<file path="src/assert_macros.svh">
// assertion helpers for the rtl folder
`ifndef ASSERT_MACROS_SVH
`define ASSERT_MACROS_SVH
`ifndef NO_ASSERTIONS
`define AST_IMP(lbl, ante, cons) \
    lbl: assert property (@(posedge i_clk) disable iff (!i_rst_n) (ante) |-> (cons)) \
        else $error("assertion failed");
`define AST_NXT(lbl, ante, cons) \
    lbl: assert property (@(posedge i_clk) disable iff (!i_rst_n) (ante) |=> (cons)) \
        else $error("assertion failed");
`else
`define AST_IMP(lbl, ante, cons)
`define AST_NXT(lbl, ante, cons)
`endif
`endif

</file>
<file path="src/slnu_pkg.sv">
`default_nettype none
package slnu_pkg;
    localparam int W = 32;
    localparam int F = 16;
    localparam int CW = 31;
    localparam int SAT_IN = 66;
    localparam logic [30:0] ROOT2_Q30 = 31'd1518500250;

    localparam logic [2:0] REG_K = 3'd0;
    localparam logic [2:0] REG_NU = 3'd1;
    localparam logic [2:0] REG_D = 3'd2;
    localparam logic [2:0] REG_SOM = 3'd3;
    localparam logic [2:0] REG_TS = 3'd4;

    typedef struct packed {
        logic load;
        logic diff;
        logic square;
        logic sqrt_init;
        logic sqrt_step;
        logic ext;
        logic mul;
        logic div_init;
        logic div_step;
        logic spring;
        logic acc;
        logic vel_mul;
        logic vel_add;
        logic pos_mul;
        logic pos_add;
        logic emit;
    } t_cmd;

    typedef struct packed {
        logic last;
        logic out_free;
    } t_sts;

    typedef struct packed {
        logic clip;
        logic signed [W-1:0] val;
    } t_sat;

    localparam logic signed [SAT_IN-1:0] SAT_MAX = {{(SAT_IN-W+1){1'b0}}, {(W-1){1'b1}}};
    localparam logic signed [SAT_IN-1:0] SAT_MIN = ~SAT_MAX;

    function automatic t_sat sat_w(input logic signed [SAT_IN-1:0] v);
        t_sat r;
        if (v > SAT_MAX) begin
            r.clip = 1'b1;
            r.val = SAT_MAX[W-1:0];
        end else if (v < SAT_MIN) begin
            r.clip = 1'b1;
            r.val = SAT_MIN[W-1:0];
        end else begin
            r.clip = 1'b0;
            r.val = v[W-1:0];
        end
        return r;
    endfunction
endpackage
`default_nettype wire

</file>
<file path="src/slnu_ctrl.sv">
`default_nettype none
module slnu_ctrl import slnu_pkg::*; (
    input  wire logic i_clk,
    input  wire logic i_rst_n,
    input  wire logic i_in_valid,
    output logic      o_in_ready,
    input  wire t_sts i_sts,
    output t_cmd      o_cmd
);
    localparam logic [3:0] S_IDLE = 4'd0;
    localparam logic [3:0] S_DIFF = 4'd1;
    localparam logic [3:0] S_SQ   = 4'd2;
    localparam logic [3:0] S_SQI  = 4'd3;
    localparam logic [3:0] S_SQRT = 4'd4;
    localparam logic [3:0] S_EXT  = 4'd5;
    localparam logic [3:0] S_MUL  = 4'd6;
    localparam logic [3:0] S_DVI  = 4'd7;
    localparam logic [3:0] S_DIV  = 4'd8;
    localparam logic [3:0] S_SPR  = 4'd9;
    localparam logic [3:0] S_ACC  = 4'd10;
    localparam logic [3:0] S_VM   = 4'd11;
    localparam logic [3:0] S_VA   = 4'd12;
    localparam logic [3:0] S_PM   = 4'd13;
    localparam logic [3:0] S_PA   = 4'd14;
    localparam logic [3:0] S_OUT  = 4'd15;

    logic [3:0] r_state, n_state;
    logic [4:0] r_cnt, n_cnt;

    always_comb begin
        n_state = r_state;
        n_cnt = r_cnt;
        o_cmd = '0;
        o_in_ready = 1'b0;
        case (r_state)
            S_IDLE: begin
                o_in_ready = 1'b1;
                if (i_in_valid) begin
                    o_cmd.load = 1'b1;
                    n_state = S_DIFF;
                end
            end
            S_DIFF: begin
                o_cmd.diff = 1'b1;
                n_state = S_SQ;
            end
            S_SQ: begin
                o_cmd.square = 1'b1;
                n_state = S_SQI;
            end
            S_SQI: begin
                o_cmd.sqrt_init = 1'b1;
                n_state = S_SQRT;
            end
            S_SQRT: begin
                o_cmd.sqrt_step = 1'b1;
                n_cnt = r_cnt + 5'd1;
                if (r_cnt == 5'd31) begin
                    n_state = S_EXT;
                end
            end
            S_EXT: begin
                o_cmd.ext = 1'b1;
                n_state = S_MUL;
            end
            S_MUL: begin
                o_cmd.mul = 1'b1;
                n_state = S_DVI;
            end
            S_DVI: begin
                o_cmd.div_init = 1'b1;
                n_state = S_DIV;
            end
            S_DIV: begin
                o_cmd.div_step = 1'b1;
                n_cnt = r_cnt + 5'd1;
                if (r_cnt == 5'd31) begin
                    n_state = S_SPR;
                end
            end
            S_SPR: begin
                o_cmd.spring = 1'b1;
                n_state = S_ACC;
            end
            S_ACC: begin
                o_cmd.acc = 1'b1;
                n_state = i_sts.last ? S_VM : S_IDLE;
            end
            S_VM: begin
                o_cmd.vel_mul = 1'b1;
                n_state = S_VA;
            end
            S_VA: begin
                o_cmd.vel_add = 1'b1;
                n_state = S_PM;
            end
            S_PM: begin
                o_cmd.pos_mul = 1'b1;
                n_state = S_PA;
            end
            S_PA: begin
                o_cmd.pos_add = 1'b1;
                n_state = S_OUT;
            end
            S_OUT: begin
                if (i_sts.out_free) begin
                    o_cmd.emit = 1'b1;
                    n_state = S_IDLE;
                end
            end
            default: begin
                n_state = S_IDLE;
            end
        endcase
    end

    always_ff @(posedge i_clk) begin
        if (!i_rst_n) begin
            r_state <= S_IDLE;
            r_cnt <= '0;
        end else begin
            r_state <= n_state;
            r_cnt <= n_cnt;
        end
    end

`include "assert_macros.svh"
    `AST_NXT(a_load_diff, r_state == S_IDLE && i_in_valid, r_state == S_DIFF)
    `AST_IMP(a_cnt_rest, !(r_state == S_SQRT || r_state == S_DIV), r_cnt == 5'd0)
    `AST_NXT(a_emit_idle, o_cmd.emit, r_state == S_IDLE)
endmodule
`default_nettype wire

</file>
<file path="config.mk">
export PLATFORM = sky130hd
export DESIGN_NAME = slnu_ctrl
export DESIGN_NICKNAME = d
export VERILOG_FILES = /design/src/slnu_pkg.sv /design/src/slnu_ctrl.sv
export VERILOG_INCLUDE_DIRS = /design/src /design/src/src
export SDC_FILE = /design/constraint.sdc
export NUM_CORES = 1
export LEC_CHECK = 0
export BUFFER_PORTS_ARGS = -buffer_cell sky130_fd_sc_hd__buf_4
export CAP_MARGIN = 20
export CELL_PAD_IN_SITES_DETAIL_PLACEMENT = 1
export CELL_PAD_IN_SITES_GLOBAL_PLACEMENT = 1
export CORE_ASPECT_RATIO = 1.4
export CORE_MARGIN = 2
export CORE_UTILIZATION = 34
export CTS_CLUSTER_SIZE = 30
export DETAILED_ROUTE_END_ITERATION = 16
export PLACE_DENSITY_LB_ADDON = 0.25
export SLEW_MARGIN = 20
export SYNTH_ARGS = -nofsm -noshare
export SYNTH_HDL_FRONTEND = slang
export SYNTH_SLANG_ARGS = --single-unit
</file>
<file path="constraint.sdc">
create_clock -name i_clk -period 1.77 [get_ports i_clk]
set_input_delay 0.354 -clock i_clk [delete_from_list [all_inputs] [get_ports i_clk]]
set_output_delay 0.354 -clock i_clk [all_outputs]
set_load 0.005 [all_outputs]
</file>
==> impl_metrics.ini <==
[status]
outcome = finished, final reports clean

[drt]
wire_per_inst_um = 13.7
first_pass_iters = 2
routed_wl_mm = 1.79
drtIter0Drc = 3
drc = 0
viasPerCell = 5.27
antenna_left = 0
num_vias = 690

[synth]
syn_area_um2 = 672
yosysUniqueCellTypes = 32
synth_top_cell_by_area = dfxtp_1
synth_top_area_share_pct = 26.8
yosys_warnings = 0
synth_ff_type = dfxtp_1
synth.area.top_cells = dfxtp_1, nor3_1, nor2_1, and2_1, o2bb2ai_4
ys_async_sr_fraction_pct = 0
ys_seq_elements = 9
yosysSeqAreaShare_pct = 26.8
synth_edf_count = 0
synth_cells = 85
synth.net_count = 92
synth.avg_cell_area_um2 = 7.90
synth_commonest_cells = nor3_1, dfxtp_1, nor2_1
synth.most_common_cell = nor3_1

[clock_network]
clk_path_buf_depth = 2
worstSkewPairLatency_ps = 270
cts_tree = done
clk_pin_slew_worst_paths_ps = 70
cts-buffers-inserted = 3
ctsHtreeMaxLevel = 1
root_buffer = clkbuf_4
cts.sinks = 9
holdBufCountCts = 0

[finish]
final_cells = 131
multi_input_area_um2 = 428
nNetsFinal = 118
fin_area_um2 = 900
seqCellArea_um2 = 193
fill_cells = 250
areaGrowthSynthToFinish_pct = 33.9
diodes = 0
drive_gt1_share_pct = 36.4

[floorplanning]
die_h_um = 56.6
start_util_pct = 34.9
die_w_um = 41.6
rows = 19
pin_count = 22
dieArea_um2 = 2350
core_um2 = 1930

[sta]
rsz0062_at_grt = false
hold_viol = 0
tightest_slew_ps = 430
min_period_over_period_pct = 97.0
period_needed_ps = 1720
worst_slack_ps = 52.5
final.setup.tns_ps = 0
fmax_ghz = 0.582
slew_headroom_pct = 71.1
skew_ps = 6.69
finalMaxSlewViolations = 0
setup_viol = 0

[worst_setup_path]
crit_arrival_ps = 1360
worstReg2RegEnd = r_state[0]
crit_fanout = 4
r2r_setup_slack_ps = 100
crit_end = o_cmd[11]
path_cells = or4b_4 -> inv_1 -> buf_4
worst_ep_required_time_ps = 1420
cpMaxStageDelayCell = or4b_4
timing.critical_path.from = r_state[0]
cp-end-kind = output port
cp-start-kind = flip-flop
reg2reg_from = r_cnt[0]
cp_slowest_stage_delay_ps = 560
reg2reg_depth = 7
crit_type = flip-flop to output port

[global_routing]
grt_antenna_before_repair = 0
overflow = 0
grt_pass1_wl_mm = 3.10
grt_max_degree = 18
first_global_vias = 700
track_usage_pct = 17.3

[pwr]
finalPower_uw = 579
peakVddDrop_mv = 0.263
pwr_density_cell_nw_per_um2 = 643
leakage_nw = 0.405

[worst_hold_path]
hold_class = input port to flip-flop

[placed_design]
globalplace.congestion = 0.700
detailed_place.area_um2 = 822
dp_slack_ps = 40.7
hpwl_mm = 1.36
dp_cells = 124
portBuffers = 21

[flow_run]
cap_violations = 0
==> area by class of cell <==
type / count / share of cell area (%)
clock buffers: 4 / 2.92
inverters: 3 / 1.25
multi-input cells: 67 / 47.6
flip-flops and latches: 9 / 21.4
well taps: 21 / 2.92
repair buffers: 27 / 23.9
==> per-layer routing <==
metal	track usage [%]	vias to the layer above	wire length, um
li1	-	343	-
met1	18.2	320	747
met3	1.93	4	75
met4	11.1	0	41
met5	0	-	0
met2	31.5	23	928
==> worst min-delay path by stage <==
stage,cells past startpoint,to,slack [ps],startpoint
4_1_cts,2,r_state[0],370,i_rst_n
5_1_grt,2,r_state[0],380,i_rst_n
3_5_place_dp,2,r_cnt[4],470,r_cnt[4]
6_report,2,r_state[0],370,i_rst_n
2_1_floorplan,2,r_cnt[4],450,r_cnt[4]
3_3_place_gp,2,r_cnt[4],460,r_cnt[4]
==> cell usage in the layout, fill, tap and decap left out, types with 4 or more instances in the layout <==
master	n
nand2_1	6
nor3_1	10
nand2b_1	4
nand3_1	5
o21ai_0	4
and2_1	5
dfxtp_1	5
nor2_1	9
buf_4	26
==> flip-flops by register name, summed over array words and instances (netlist names) <==
signal	cells
r_cnt	5
r_state	4
==> kinds of logic (layout without fill, tap and decap cells) <==
kind of cell / count (synthesis) / in the layout / share of synthesized area (%)
DFF: 9 / 9 / 26.8
muxes: 1 / 1 / 1.49
xor gates and xnor gates: 4 / 4 / 5.22
and+or+nand+nor: 46 / 46 / 36.3
buffers and inverters: 9 / 34 / 10.1
adders and majority gates: 2 / 2 / 3.72
AOI/OAI and AO/OA: 14 / 14 / 16.4
==> worst max-delay path: cells and delay by family (launching register included) <==
kind	cells	cell delay, ps
and+or+nand+nor	1	560
buffers and inverters	2	170
DFF	1	360
==> per-stage QoR <==
step | hold slack [ps] | util (%)
after floorplan | 448 | -
after global placement | 459 | 42.7
after detailed placement | 473 | 42.7
after CTS | 365 | 44.4
after global routing | 382 | 46.7
final | 368 | 46.7
==> timing repair <==
| item | CTS | global route |
|---|---|---|
| pin swaps | 0 | 1 |
| buffers inserted | 0 | 3 |
| endpoints found under the setup margin | 9 | 4 |
| gates resized for setup | 5 | 3 |
==> power by group <==
group	total [mW]	internal, mW	switching, mW	leakage (nW)
logic	0.181	0.0970	0.0845	0.314
clock network	0.164	0.0871	0.0770	0.0150
registers	0.233	0.214	0.0187	0.0756
total	0.579	0.398	0.180	0.405
(Power assumes the default switching activity.)
